File: src/sv/ima_adpcm_decoder_assert.svh
// ----------------------------------------------------------------------------
// ima_adpcm_decoder_assert.svh
// assertion macros used by the decoder back end
// ----------------------------------------------------------------------------
`ifndef IMA_ADPCM_DECODER_ASSERT_SVH
`define IMA_ADPCM_DECODER_ASSERT_SVH

// checked property, off while reset is held
`define IMADEC_CHECK(label, prop, msg) \
    label: assert property (@(posedge i_clk) disable iff (!i_rst_n) prop) else $error(msg);

// checked property, live during reset as well
`define IMADEC_CHECK_RST(label, prop, msg) \
    label: assert property (@(posedge i_clk) prop) else $error(msg);

`endif

File: src/sv/imadec_pkg.sv
// ----------------------------------------------------------------------------
// imadec_pkg
// types, tables and constants of the ima adpcm decoder
// ----------------------------------------------------------------------------
package imadec_pkg;

    localparam int unsigned MAX_INDEX  = 88;
    localparam int unsigned NUM_STEPS  = MAX_INDEX + 1;
    localparam int unsigned QUEUE_DEPTH = 2;

    localparam logic signed [17:0] SAMPLE_MAX = 18'sd32767;
    localparam logic signed [17:0] SAMPLE_MIN = -18'sd32768;

    typedef enum logic {
        ACT_DECODE = 1'b0,
        ACT_LOAD   = 1'b1
    } t_action;

    typedef struct packed {
        t_action            action;
        logic [3:0]         code;
        logic signed [15:0] predictor;
        logic [6:0]         index;
    } t_cmd;

    localparam logic [14:0] STEP_TABLE [NUM_STEPS] = '{
        15'd7, 15'd8, 15'd9, 15'd10, 15'd11, 15'd12, 15'd13, 15'd14, 15'd16,
        15'd17, 15'd19, 15'd21, 15'd23, 15'd25, 15'd28, 15'd31, 15'd34, 15'd37,
        15'd41, 15'd45, 15'd50, 15'd55, 15'd60, 15'd66, 15'd73, 15'd80, 15'd88,
        15'd97, 15'd107, 15'd118, 15'd130, 15'd143, 15'd157, 15'd173, 15'd190,
        15'd209, 15'd230, 15'd253, 15'd279, 15'd307, 15'd337, 15'd371, 15'd408,
        15'd449, 15'd494, 15'd544, 15'd598, 15'd658, 15'd724, 15'd796, 15'd876,
        15'd963, 15'd1060, 15'd1166, 15'd1282, 15'd1411, 15'd1552, 15'd1707,
        15'd1878, 15'd2066, 15'd2272, 15'd2499, 15'd2749, 15'd3024, 15'd3327,
        15'd3660, 15'd4026, 15'd4428, 15'd4871, 15'd5358, 15'd5894, 15'd6484,
        15'd7132, 15'd7845, 15'd8630, 15'd9493, 15'd10442, 15'd11487, 15'd12635,
        15'd13899, 15'd15289, 15'd16818, 15'd18500, 15'd20350, 15'd22385,
        15'd24623, 15'd27086, 15'd29794, 15'd32767
    };

    localparam logic signed [4:0] INDEX_ADJ [8] = '{
        -5'sd1, -5'sd1, -5'sd1, -5'sd1, 5'sd2, 5'sd4, 5'sd6, 5'sd8
    };

    function automatic logic [14:0] f_step(input logic [6:0] idx);
        logic [14:0] s;
        if (idx > 7'(MAX_INDEX)) begin
            s = STEP_TABLE[MAX_INDEX];
        end else begin
            s = STEP_TABLE[idx];
        end
        return s;
    endfunction

endpackage

File: src/sv/imadec_front.sv
// ----------------------------------------------------------------------------
// imadec_front
// accepts input beats, tags each as load or decode, clamps the load index
// and holds the commands in a two-entry queue for the back end
// ----------------------------------------------------------------------------
module imadec_front (
    input  logic                i_clk,
    input  logic                i_rst_n,
    input  logic                i_s_axis_tvalid,
    output logic                o_s_axis_tready,
    input  logic [31:0]         i_s_axis_tdata,
    input  logic                i_s_axis_tuser,
    output logic                o_q_valid,
    output imadec_pkg::t_cmd    o_q_cmd,
    input  logic                i_q_pop
);
    import imadec_pkg::*;

    t_cmd       r_q [QUEUE_DEPTH];
    logic       r_wr_ptr, n_wr_ptr;
    logic       r_rd_ptr, n_rd_ptr;
    logic [1:0] r_count, n_count;
    t_cmd       w_cmd;
    logic       w_push;
    logic       w_pop;
    logic [7:0] w_index;

    assign o_s_axis_tready = (r_count != 2'(QUEUE_DEPTH));
    assign w_push          = i_s_axis_tvalid && o_s_axis_tready;
    assign o_q_valid       = (r_count != 2'd0);
    assign w_pop           = i_q_pop && o_q_valid;
    assign o_q_cmd         = r_q[r_rd_ptr];

    always_comb begin
        w_index          = i_s_axis_tdata[27:20];
        w_cmd.action     = t_action'(i_s_axis_tuser);
        w_cmd.code       = i_s_axis_tdata[3:0];
        w_cmd.predictor  = $signed(i_s_axis_tdata[19:4]);
        w_cmd.index      = (w_index > 8'(MAX_INDEX)) ? 7'(MAX_INDEX) : w_index[6:0];
        n_wr_ptr         = w_push ? ~r_wr_ptr : r_wr_ptr;
        n_rd_ptr         = w_pop ? ~r_rd_ptr : r_rd_ptr;
        n_count          = r_count + 2'(w_push) - 2'(w_pop);
    end

    always_ff @(posedge i_clk) begin
        if (!i_rst_n) begin
            r_wr_ptr <= 1'b0;
            r_rd_ptr <= 1'b0;
            r_count  <= 2'd0;
        end else begin
            r_wr_ptr <= n_wr_ptr;
            r_rd_ptr <= n_rd_ptr;
            r_count  <= n_count;
        end
    end

    always_ff @(posedge i_clk) begin
        if (w_push) begin
            r_q[r_wr_ptr] <= w_cmd;
        end
    end

endmodule

File: src/sv/imadec_back.sv
// ----------------------------------------------------------------------------
// imadec_back
// runs queued commands against the predictor and step index and holds
// each decoded sample in the output register until it is taken
// ----------------------------------------------------------------------------
`include "ima_adpcm_decoder_assert.svh"

module imadec_back (
    input  logic                i_clk,
    input  logic                i_rst_n,
    input  logic                i_q_valid,
    input  imadec_pkg::t_cmd    i_q_cmd,
    output logic                o_q_pop,
    output logic                o_m_axis_tvalid,
    input  logic                i_m_axis_tready,
    output logic [15:0]         o_m_axis_tdata
);
    import imadec_pkg::*;

    logic signed [15:0] r_pred, n_pred;
    logic [6:0]         r_index, n_index;
    logic               r_out_valid, n_out_valid;
    logic [15:0]        r_out_sample, n_out_sample;

    logic               w_is_load;
    logic               w_decode;
    logic [14:0]        w_step;
    logic [16:0]        w_delta;
    logic signed [17:0] w_acc;
    logic signed [15:0] w_sat;
    logic signed [8:0]  w_pos;
    logic [6:0]         w_pos_clamped;

    assign w_is_load       = (i_q_cmd.action == ACT_LOAD);
    assign o_q_pop         = i_q_valid && (w_is_load || !r_out_valid || i_m_axis_tready);
    assign w_decode        = o_q_pop && !w_is_load;
    assign o_m_axis_tvalid = r_out_valid;
    assign o_m_axis_tdata  = r_out_sample;

    always_comb begin
        w_step  = f_step(r_index);
        w_delta = 17'(w_step >> 3)
                + (i_q_cmd.code[2] ? 17'(w_step) : 17'd0)
                + (i_q_cmd.code[1] ? 17'(w_step >> 1) : 17'd0)
                + (i_q_cmd.code[0] ? 17'(w_step >> 2) : 17'd0);
        if (i_q_cmd.code[3]) begin
            w_acc = 18'(r_pred) - $signed({1'b0, w_delta});
        end else begin
            w_acc = 18'(r_pred) + $signed({1'b0, w_delta});
        end
        if (w_acc > SAMPLE_MAX) begin
            w_sat = 16'(SAMPLE_MAX);
        end else if (w_acc < SAMPLE_MIN) begin
            w_sat = 16'(SAMPLE_MIN);
        end else begin
            w_sat = w_acc[15:0];
        end
        w_pos = $signed({2'b00, r_index}) + 9'(INDEX_ADJ[i_q_cmd.code[2:0]]);
        if (w_pos < 9'sd0) begin
            w_pos_clamped = 7'd0;
        end else if (w_pos > 9'sd88) begin
            w_pos_clamped = 7'(MAX_INDEX);
        end else begin
            w_pos_clamped = w_pos[6:0];
        end

        n_pred       = r_pred;
        n_index      = r_index;
        n_out_valid  = r_out_valid && !i_m_axis_tready;
        n_out_sample = r_out_sample;
        if (o_q_pop && w_is_load) begin
            n_pred  = i_q_cmd.predictor;
            n_index = i_q_cmd.index;
        end else if (w_decode) begin
            n_pred       = w_sat;
            n_index      = w_pos_clamped;
            n_out_valid  = 1'b1;
            n_out_sample = w_sat;
        end
    end

    always_ff @(posedge i_clk) begin
        if (!i_rst_n) begin
            r_pred      <= 16'sd0;
            r_index     <= 7'd0;
            r_out_valid <= 1'b0;
        end else begin
            r_pred      <= n_pred;
            r_index     <= n_index;
            r_out_valid <= n_out_valid;
        end
    end

    always_ff @(posedge i_clk) begin
        r_out_sample <= n_out_sample;
    end

    `IMADEC_CHECK(a_index_range, r_index <= 7'(MAX_INDEX), "step index beyond table")
    `IMADEC_CHECK(a_no_overwrite, (w_decode && r_out_valid) |-> i_m_axis_tready,
        "decode would overwrite an untaken sample")
    `IMADEC_CHECK(a_load_no_beat, (o_q_pop && w_is_load && !r_out_valid) |=> !r_out_valid,
        "load produced an output beat")
    `IMADEC_CHECK_RST(a_reset_empty, !i_rst_n |=> !r_out_valid, "output valid after reset")

endmodule

File: src/sv/ima_adpcm_decoder.sv
// ----------------------------------------------------------------------------
// ima_adpcm_decoder
// ima adpcm decoder, 4-bit codes to 16-bit signed pcm
//
//   channel  dir  tdata (low bit up)                          tuser
//   s_axis   in   code[3:0] start_predictor[19:4]             action
//                 start_index[27:20] zero[31:28]
//   m_axis   out  sample[15:0]                                -
//
// one beat per cycle sustained while the output is taken: a decode runs the back end
// (step table, add and saturate) into the output register, a load gives no output beat
// two-entry queue between front and back; one output register holds the sample
// input stalls only when the queue is full, i.e. the output is held off
// synchronous active-low reset clears predictor, step index, queue and output
// ----------------------------------------------------------------------------
module ima_adpcm_decoder (
    input  logic        i_clk,
    input  logic        i_rst_n,
    input  logic        i_s_axis_tvalid,
    output logic        o_s_axis_tready,
    input  logic [31:0] i_s_axis_tdata,   // code, start_predictor, start_index
    input  logic        i_s_axis_tuser,   // action
    output logic        o_m_axis_tvalid,
    input  logic        i_m_axis_tready,
    output logic [15:0] o_m_axis_tdata    // sample
);
    import imadec_pkg::*;

    logic w_q_valid;
    t_cmd w_q_cmd;
    logic w_q_pop;

    imadec_front u_front (
        .i_clk           (i_clk),
        .i_rst_n         (i_rst_n),
        .i_s_axis_tvalid (i_s_axis_tvalid),
        .o_s_axis_tready (o_s_axis_tready),
        .i_s_axis_tdata  (i_s_axis_tdata),
        .i_s_axis_tuser  (i_s_axis_tuser),
        .o_q_valid       (w_q_valid),
        .o_q_cmd         (w_q_cmd),
        .i_q_pop         (w_q_pop)
    );

    imadec_back u_back (
        .i_clk           (i_clk),
        .i_rst_n         (i_rst_n),
        .i_q_valid       (w_q_valid),
        .i_q_cmd         (w_q_cmd),
        .o_q_pop         (w_q_pop),
        .o_m_axis_tvalid (o_m_axis_tvalid),
        .i_m_axis_tready (i_m_axis_tready),
        .o_m_axis_tdata  (o_m_axis_tdata)
    );

endmodule
File: config.mk
export PLATFORM = sky130hd
export DESIGN_NAME = ima_adpcm_decoder
export DESIGN_NICKNAME = d
export VERILOG_FILES = /design/src/sv/imadec_pkg.sv /design/src/sv/imadec_front.sv /design/src/sv/imadec_back.sv /design/src/sv/ima_adpcm_decoder.sv
export VERILOG_INCLUDE_DIRS = /design/src /design/src/sv
export SDC_FILE = /design/constraint.sdc
export NUM_CORES = 1
export LEC_CHECK = 0
export ABC_AREA = 1
export BUFFER_PORTS_ARGS = -buffer_cell sky130_fd_sc_hd__buf_4
export CAP_MARGIN = 20
export CORE_ASPECT_RATIO = 0.75
export CORE_MARGIN = 3
export CORE_UTILIZATION = 54
export DETAILED_ROUTE_END_ITERATION = 6
export PLACE_DENSITY = 0.72
export SYNTH_ARGS = -nofsm -noshare
export SYNTH_HDL_FRONTEND = slang
export SYNTH_HIERARCHICAL = 1
export SYNTH_SLANG_ARGS = --single-unit
File: constraint.sdc
create_clock -name i_clk -period 20.3 [get_ports i_clk]
set_input_delay 5.075 -clock i_clk [delete_from_list [all_inputs] [get_ports i_clk]]
set_output_delay 5.075 -clock i_clk [all_outputs]
set_load 0.1 [all_outputs]
==> results.md, run 1 <==
- ANT nets after route: 0
- Status: finished, final reports clean
- Largest net degree at the start of global routing: 36
- Row cnt: 39
- GP Congestion: 0.9768
- Startpoint Class: flip-flop
- 1st-pass router iterations: 5
- Post-synth top area cell: edfxtp_1
- TritonCTS clock tree: yes
- Die area: 18,050 um^2
- # diodes: 0
- Post-synth EDFFs: 72
- Synthesis-to-layout area growth: 9.490%
- Setup WS post-layout: 11.31 ns
- Worst-path clk slew: 0.08 ns
- Post-synthesis register bit count: 101
- Core area: 15,660 um^2
- Top FF cell, synth: edfxtp_1
- Final setup vio count: 0
- Avg Vias per Cell: 5.652
- Final period util: 44.28%
- Post-CTS setup buffer count: 0
- Post-route setup TNS: 0 ns
- Syn Nets: 1,281
- Ys async rst share: 0%
- Setup Skew: 0.01200 ns
- Netlist cell types: 55
- Die W: 154.1 um
- Share of cells above drive strength 1: 11.76%
- Number of port buffers: 50
- Synthesized cell area: 8886 um^2
- Sequential fraction of the synthesis area: 30.86%
- Avg Inst Size Synth: 7.680 um^2
- FMAX: 111.2 MHz
- Grt ovf: 0
- Crit-path max FO: 17
- Yosys Warn Count: 6
- Initial antenna violation count: 0
- Initial DRC Count: 774
- PostCTS Resize Cnt: 0
- Latest clock arrival within the worst-skew pair: 0.35 ns
- Critical path's slowest cell: a221oi_1
- Fin nets: 1,318
- Final Hold Fails: 0
- WL/cell: 16.70 um
- # hold bufs at CTS: 0
- Slew Limit Fails: 0
- Worst slew margin: 38.69%
- Critical path class: reg2reg
- DRC viols: 0
- Post-layout min period: 8.989 ns
- Clock Tree Buf Depth: 2
- Die Y-Extent: 117.1 um
- Share of the synthesized area in the top cell type: 24.33%
- RSZ-0062 raised after global routing: no
- DR vias: 7,936
- Initial Utilization: 56.73%
- CP most frequent cell: nand2_1
- Hold WC Path Type: reg2reg
- Io pins: 55
- Worst Path Required: 20.56 ns
- Most frequent cells in the layout: 290 x nand2_1, 171 x inv_1, 95 x nor2_1, 78 x a21oi_1, 72 x edfxtp_1
- CTS Sinks: 101
- Hpwl dp: 18,010 um
- Max-Cap Viols: 0
- TritonCTS Buffers: 9
- Pre-CTS WS: 11.57 ns
- First-pass GRT wire length: 37,550 um
- Root buffer cell: clkbuf_16
- Drt total wl: 23,440 um
- Post-Synthesis Cells: 1,157
- Tightest Pin Transition: 0.9186 ns
- Ranking of synthesized cells by area: edfxtp_1 24%, nand2_1 12%, ha_1 8.4%, inv_1 7.2%, dfxtp_1 6.5%
- All-Layer GR Usage: 25.90%
- Slowest Stage Delay on Critical Path: 0.75 ns
- Arr. time, crit path: 9.25 ns
- Crit. End Element: flip-flop
- H-tree depth: 3
- Number of global-route vias before repair: 7,203
- Commonest non-fill, non-tap cell in the layout: nand2_1
[metal layers]
| metal | up-vias | share of wire [%] | track usage, % |
|---|---|---|---|
| met5 | - | 0 | 0 |
| met4 | 0 | 0.81 | 3.824 |
| met3 | 18 | 8.0 | 4.704 |
| met2 | 341 | 41 | 38.23 |
| met1 | 3676 | 50 | 40.47 |
| li1 | 3901 | - | - |
[Yosys cell counts (all sizes together) (9+ instances only)]
master / number
fa: 27
edfxtp: 72
xor2: 25
inv: 175
nand4: 10
mux2: 28
nand2: 305
clkbuf: 27
a21oi: 81
nor3: 9
o21ai: 57
a31oi: 15
ha: 60
xnor2: 12
a22oi: 19
nor2: 101
dfxtp: 29
nand3: 46
[registers in the layout (all words and copies together), names as in the netlist, named ones only]
name	flops
u_back/o_m_axis_tdata	16
u_back/o_m_axis_tvalid	1
u_back/r_pred	16
u_front/r_count	2
u_front/r_q	56
u_back/r_index	7
u_front/r_wr_ptr	1
u_front/r_rd_ptr	1
[critical path: cells and delay by family (launching register included)]
family | cells | cell delay, ns
compound gates | 5 | 1.72
flops | 1 | 0.73
fa+ha+maj | 5 | 2.46
xor+xnor | 1 | 0.15
simple gates | 18 | 2.90
buf+inv | 6 | 0.92
[area by class of cell]
cell class                      count  area [um^2]
Tap cell                          205        256.5
Inverter                          181        679.4
Sequential cell                   101         2744
Timing Repair Buffer               59        462.9
Multi-Input combinational cell    842         5286
Clock buffer                        9        225.2
Clock inverter                      7        75.07
Fill cell                        1427         5934
[logic make-up after synthesis]
| family | count (synthesis) | synth area share, % |
|---|---|---|
| flops | 101 | 30.86 |
| mux | 28 | 4.393 |
| simple gates | 479 | 22.64 |
| xor+xnor | 37 | 3.731 |
| compound gates | 211 | 14.14 |
| buf+inv | 214 | 9.702 |
| fa+ha+maj | 87 | 14.53 |
[per-stage QoR]
| stage | std cells | hold slack [ns] | cell area (um^2) | utilization, % |
|---|---|---|---|---|
| after floorplan | 1157 | 0.4669 | 8886 | - |
| after global placement | 1387 | 0.4858 | 9402 | 60.02 |
| after detailed placement | 1387 | 0.4893 | 9402 | 60.02 |
| after CTS | 1403 | 0.5113 | 9702 | 61.94 |
| after global routing | 1404 | 0.5263 | 9729 | 62.11 |
| final | 1404 | 0.5084 | 9729 | 62.11 |
[path summary, 6_finish.rpt]
kind                                  startpoint                            end  slack (ns)  cells past startpoint
setup reg to reg  u_back/r_index[1]$_SDFFE_PN0P_  u_back/r_pred[6]$_SDFFE_PN0P_       11.31                     35
setup / recovery  u_back/r_index[1]$_SDFFE_PN0P_  u_back/r_pred[6]$_SDFFE_PN0P_       11.31                     35
hold / removal     u_front/r_rd_ptr$_SDFFE_PN0P_  u_front/r_rd_ptr$_SDFFE_PN0P_        0.51                      2
hold reg to reg    u_front/r_rd_ptr$_SDFFE_PN0P_  u_front/r_rd_ptr$_SDFFE_PN0P_        0.51                      2
Power of run 1 is left out: the tool's default activity adds up to more than one toggle a clock period on the data nets, which glitch-free logic cannot reach.
==> run 2: changes to the inputs <==
Settings changed: PLACE_DENSITY 0.72 to 0.75.
Clock period 20.3 ns to 7.9 ns, I/O delays scaled along.
==> results.md, run 2 (synthesis results as in run 1) <==
- FMAX: 134.6 MHz (+21%)
- TritonCTS clock tree: yes
- Grt ovf: 0 (unchanged)
- Critical path class: reg2reg
- All-Layer GR Usage: 29.37% (+3.5 points)
- Non-Filler Instances: 1,495 (+6.5%)
- Final period util: 94.05% (+50 points)
- Die Y-Extent: 117.1 um (unchanged)
- Fin Hold WS: 0.5309 ns (+0.02242 ns)
- Status: finished, final reports clean
- # diodes: 0 (unchanged)
- Fin nets: 1,409 (+6.9%)
- 1st-pass router iterations: 6 (+1)
- TritonCTS Buffers: 9 (unchanged)
- Top reg by flops: u_front/r_q
- WL/cell: 17.59 um (+5.3%)
- Post-layout min period: 7.430 ns (-1.559 ns)
- Met3 usage in global routing: 8.747% (+4.0 points)
- CTS Sinks: 101 (unchanged)
- Max-Cap Viols: 0 (unchanged)
- R2R setup slack: 0.47 ns (-10.84 ns)
- Crit. End Element: flip-flop
- Startpoint Class: flip-flop
- Die area: 18,050 um^2 (unchanged)
- Largest net degree at the start of global routing: 34 (-5.6%)
- Share of cells above drive strength 1: 18.45% (+6.7 points)
- Root buffer cell: clkbuf_16
- CP Launch Point: u_back/r_index[1]$_SDFFE_PN0P_
- Slew Limit Fails: 0 (unchanged)
- Max reg flops: 56 (unchanged)
- Post-route setup TNS: 0 ns (unchanged)
- Avg Vias per Cell: 5.691 (+0.68%)
- GRT busiest layer: met1
- Io pins: 55 (unchanged)
- Commonest non-fill, non-tap cell in the layout: nand2_1
- Row cnt: 39 (unchanged)
- Number of global-route vias before repair: 8,065 (+12%)
- Synthesis-to-layout area growth: 17.80%
- Initial DRC Count: 901 (+16%)
- H-tree depth: 3 (unchanged)
- M2 GR Usage: 41.13% (+2.9 points)
- Latest clock arrival within the worst-skew pair: 0.35 ns (about the same)
- Die W: 154.1 um (unchanged)
- Met1 usage: 44.13% (+3.7 points)
- ANT nets after route: 0 (unchanged)
- Number of port buffers: 50 (unchanged)
- Worst Path Required: 8.16 ns (-12.40 ns)
- Crit Reg-Reg Endpoint: u_back/r_pred[9]$_SDFFE_PN0P_
- Pre-CTS WS: 0.5899 ns (-10.98 ns)
- Critical path's slowest cell: fa_1
- Arr. time, crit path: 7.69 ns (-1.56 ns)
- Cells after DPL: 1,471 (+6.1%)
- CP Capture Point: u_back/r_pred[9]$_SDFFE_PN0P_
- Slowest Stage Delay on Critical Path: 0.57 ns (-0.18 ns)
- Tightest Pin Transition: 0.9976 ns (+0.07897 ns)
- Final Hold Fails: 0 (unchanged)
- Clock Tree Buf Depth: 2 (unchanged)
- Crit-path max FO: 8 (-9)
- Core area: 15,660 um^2 (unchanged)
- Most frequent cells in the layout: 290 x nand2_1, 171 x inv_1, 144 x buf_4, 93 x nor2_1, 78 x a21oi_1
- R2R Path Start: u_back/r_index[1]$_SDFFE_PN0P_
- Hpwl dp: 20,020 um (+11%)
- Drt total wl: 26,290 um (+12%)
- Worst slew margin: 33.42% (-5.3 points)
- Hold WC Path Type: reg2reg
- DRC viols: 0 (unchanged)
- DR vias: 8,508 (+7.2%)
- Initial Utilization: 56.73% (unchanged)
- First-pass GRT wire length: 41,700 um (+11%)
- Final setup vio count: 0 (unchanged)
- CP most frequent cell: nand2_1
- GP Congestion: 1.086 (+11%)
- Worst reg2reg path depth: 38 (+8.6%)
- RSZ-0062 raised after global routing: no
- Setup Skew: 0.01466 ns (+0.002665 ns)
- Setup WS post-layout: 0.4704 ns (-10.84 ns)
- Worst-path clk slew: 0.08 ns (about the same)
- Initial antenna violation count: 0 (unchanged)
## run 2: changes by cell type in the layout (fill, tap and decap cells not counted), sizes merged
cell | previous run | this run
clkinvlp | 0 | 1
buf | 59 | 149
clkinv | 10 | 9
nand3 | 46 | 47
## run 2: through the flow
step           instance area (um^2)  util, %
6_report                      10470    66.83
5_1_grt                       10470    66.83
4_1_cts                       10340    65.99
3_5_place_dp                  10040    64.12
3_3_place_gp                  10040    64.12
2_1_floorplan                  8886        -
## run 2: how the worst min path moves through the flow
stage	endpoint	startpoint	cells after the start	slack, ns
after detailed placement	u_front/r_rd_ptr$_SDFFE_PN0P_	u_front/r_rd_ptr$_SDFFE_PN0P_	2	0.50
final	flip-flop	u_front/r_rd_ptr$_SDFFE_PN0P_	2	0.53
after global routing	u_front/r_rd_ptr$_SDFFE_PN0P_	u_front/r_rd_ptr$_SDFFE_PN0P_	2	0.57
after global placement	u_front/r_rd_ptr$_SDFFE_PN0P_	u_front/r_rd_ptr$_SDFFE_PN0P_	2	0.48
after CTS	u_front/r_rd_ptr$_SDFFE_PN0P_	u_front/r_rd_ptr$_SDFFE_PN0P_	2	0.52
after floorplan	flip-flop	u_front/r_rd_ptr$_SDFFE_PN0P_	2	0.47
## run 2: final cells by class
type / instances / area [um^2]
multi-input combinational: 843 / 5331
sequential: 101 / 2744
clock inverter: 7 / 67.56
clock buffer: 9 / 225.2
timing repair buffer: 149 / 1164
tap: 205 / 256.5
inverter: 181 / 679.4
fill: 1346 / 5196
## run 2: repair_timing
action	CTS	global route
buffers inserted	0	6
hold buffers	0	0
endpoints found under the setup margin	0	18
resized for setup	0	12
## run 2: critical path, delay by kind of cell, from the launching register on
kind | cells | cell delay, ns
buffers and inverters | 8 | 0.90
AO/OA/AOI/OAI | 6 | 1.49
XOR/XNOR | 1 | 0.09
flip-flops | 1 | 0.32
adder cells (fa/ha/maj) | 6 | 2.34
AND/OR/NAND/NOR | 17 | 2.16
## run 2: routing by layer
| layer | routed length (um) | vias to the layer above |
|---|---|---|
| met5 | 0 | - |
| li1 | - | 4087 |
| met1 | 12340 | 3926 |
| met2 | 10330 | 452 |
| met4 | 410 | 0 |
| met3 | 3211 | 43 |
Power of run 2 is left out for the same reason.
==> run 3: changes to the inputs <==
Settings changed: RECOVER_POWER from default to 25.
==> results.md, run 3 (synthesis results as in run 1) <==
- Status: finished, final reports clean
- Max-Cap Viols: 0 (unchanged)
- Met3 WL: 3247 um (+1.1%)
- Area of the multi-input gates: 5331 um^2 (unchanged)
- Tightest Pin Transition: 1.006 ns (+0.007972 ns)
- Startpoint Class: flip-flop
- Initial Utilization: 56.73% (unchanged)
- DR WL met2: 10,320 um (-0.13%)
- FMAX: 133.9 MHz (-0.49%)
- Crit-path max FO: 8 (unchanged)
- CP most frequent cell: buf_4
- Root buffer cell: clkbuf_16
- Setup Skew: 0.01424 ns (-0.0004257 ns)
- Final setup vio count: 0 (unchanged)
- GP Congestion: 1.086 (unchanged)
- Crit. End Element: flip-flop
- Drt total wl: 26,320 um (+0.11%)
- Commonest non-fill, non-tap cell in the layout: nand2_1
- Slowest Stage Delay on Critical Path: 0.57 ns (about the same)
- Arr. time, crit path: 7.74 ns (+0.05 ns)
- Top reg by flops: u_front/r_q
- 1st-pass router iterations: 5 (-1)
- TritonCTS Buffers: 9 (unchanged)
- H-tree depth: 3 (unchanged)
- Worst Path Required: 8.17 ns (about the same)
- Latest clock arrival within the worst-skew pair: 0.35 ns (about the same)
- Number of port buffers: 50 (unchanged)
- DR vias: 8,473 (-0.41%)
- Final Hold Fails: 0 (unchanged)
- ANT nets after route: 0 (unchanged)
- Sequential cell area: 2744 um^2 (unchanged)
- Top sig layer: met4
- Fin nets: 1,409 (unchanged)
- Die W: 154.1 um (unchanged)
- Row cnt: 39 (unchanged)
- Die Y-Extent: 117.1 um (unchanged)
- All-Layer GR Usage: 29.37% (unchanged)
- DRC viols: 0 (unchanged)
- Worst slew margin: 32.89% (-0.53 points)
- Share of cells above drive strength 1: 18.14% (-0.31 points)
- Slew Limit Fails: 0 (unchanged)
- Crit path buf inv count: 9 (+1)
- RSZ-0062 raised after global routing: no
- Hold WC Path Type: reg2reg
- Final period util: 94.51% (+0.46 points)
- Grt ovf: 0 (unchanged)
- # hold bufs at CTS: 0 (unchanged)
- Initial antenna violation count: 0 (unchanged)
- Hpwl dp: 20,020 um (unchanged)
- Avg Vias per Cell: 5.668 (-0.41%)
- Filler cell count: 1,354 (+0.59%)
- Most frequent cells in the layout: 290 x nand2_1, 171 x inv_1, 122 x buf_4, 93 x nor2_1, 78 x a21oi_1
- Core area: 15,660 um^2 (unchanged)
- WL/cell: 17.61 um (+0.11%)
- Post-layout min period: 7.466 ns (+0.03673 ns)
- Worst-path clk slew: 0.08 ns (about the same)
- Max reg flops: 56 (unchanged)
- Initial DRC Count: 876 (-2.8%)
- Die area: 18,050 um^2 (unchanged)
- Largest net degree at the start of global routing: 34 (unchanged)
- Io pins: 55 (unchanged)
- TritonCTS clock tree: yes
- Synthesis-to-layout area growth: 17.63%
- CP delay by family, top: adder cells
- Critical path class: reg2reg
- Number of global-route vias before repair: 8,065 (unchanged)
- Met1 wire length: 12,350 um (+0.11%)
- First-pass GRT wire length: 41,700 um (unchanged)
- Critical path's slowest cell: fa_1
- Post-route setup TNS: 0 ns (unchanged)
- CTS Sinks: 101 (unchanged)
- # diodes: 0 (unchanged)
- Clock Tree Buf Depth: 2 (unchanged)
-- run 3: worst reg2reg max path, delay by kind of cell (launching register included) --
| family | cells | cell delay (ns) |
|---|---|---|
| adder cells (fa/ha/maj) | 6 | 2.35 |
| AND/OR/NAND/NOR | 15 | 2.03 |
| AO/OA/AOI/OAI | 6 | 1.51 |
| buffers and inverters | 9 | 1.05 |
| flip-flops | 1 | 0.32 |
| XOR/XNOR | 1 | 0.09 |
-- run 3: per-layer routing --
layer / vias up / global-route usage [%]
li1: 4088 / -
met1: 3892 / 44.13
met2: 449 / 41.13
met3: 44 / 8.747
met4: 0 / 7.882
met5: - / 0
-- run 3: worst paths after layout --
path	start	end	slack, ns	depth (start not counted)
min	u_front/r_rd_ptr$_SDFFE_PN0P_	flip-flop	0.53	2
min reg2reg	u_front/r_rd_ptr$_SDFFE_PN0P_	flip-flop	0.53	2
max reg2reg	u_back/r_index[1]$_SDFFE_PN0P_	u_back/r_pred[1]$_SDFFE_PN0P_	0.43	37
max	u_back/r_index[1]$_SDFFE_PN0P_	u_back/r_pred[1]$_SDFFE_PN0P_	0.43	37
-- run 3: layout make-up --
class	count	area share, %
clock inverter	7	0.6464
clock buffer	9	2.155
timing repair buffer	149	10.99
multi-input combinational	843	51.01
sequential	101	26.25
inverter	181	6.500
tap	205	2.454
-- run 3: through the flow --
stage	worst slack [ns]	util (%)	std cells	hold WS (ns)	instance area [um^2]
after detailed placement	0.5899	64.12	1471	0.5019	10040
after CTS	0.5187	65.99	1487	0.5226	10340
after global routing	0.004243	66.73	1495	0.5655	10450
final	0.4336	66.73	1495	0.5319	10450
after global placement	0.6894	64.12	1471	0.4803	10040
after floorplan	0.9988	-	1157	0.4669	8886
-- run 3: timing repair --
action | in CTS | in global routing
setup buffers | 0 | 6
setup endpoints to repair | 0 | 18
resized for setup | 0 | 12
Power of run 3 is left out for the same reason.
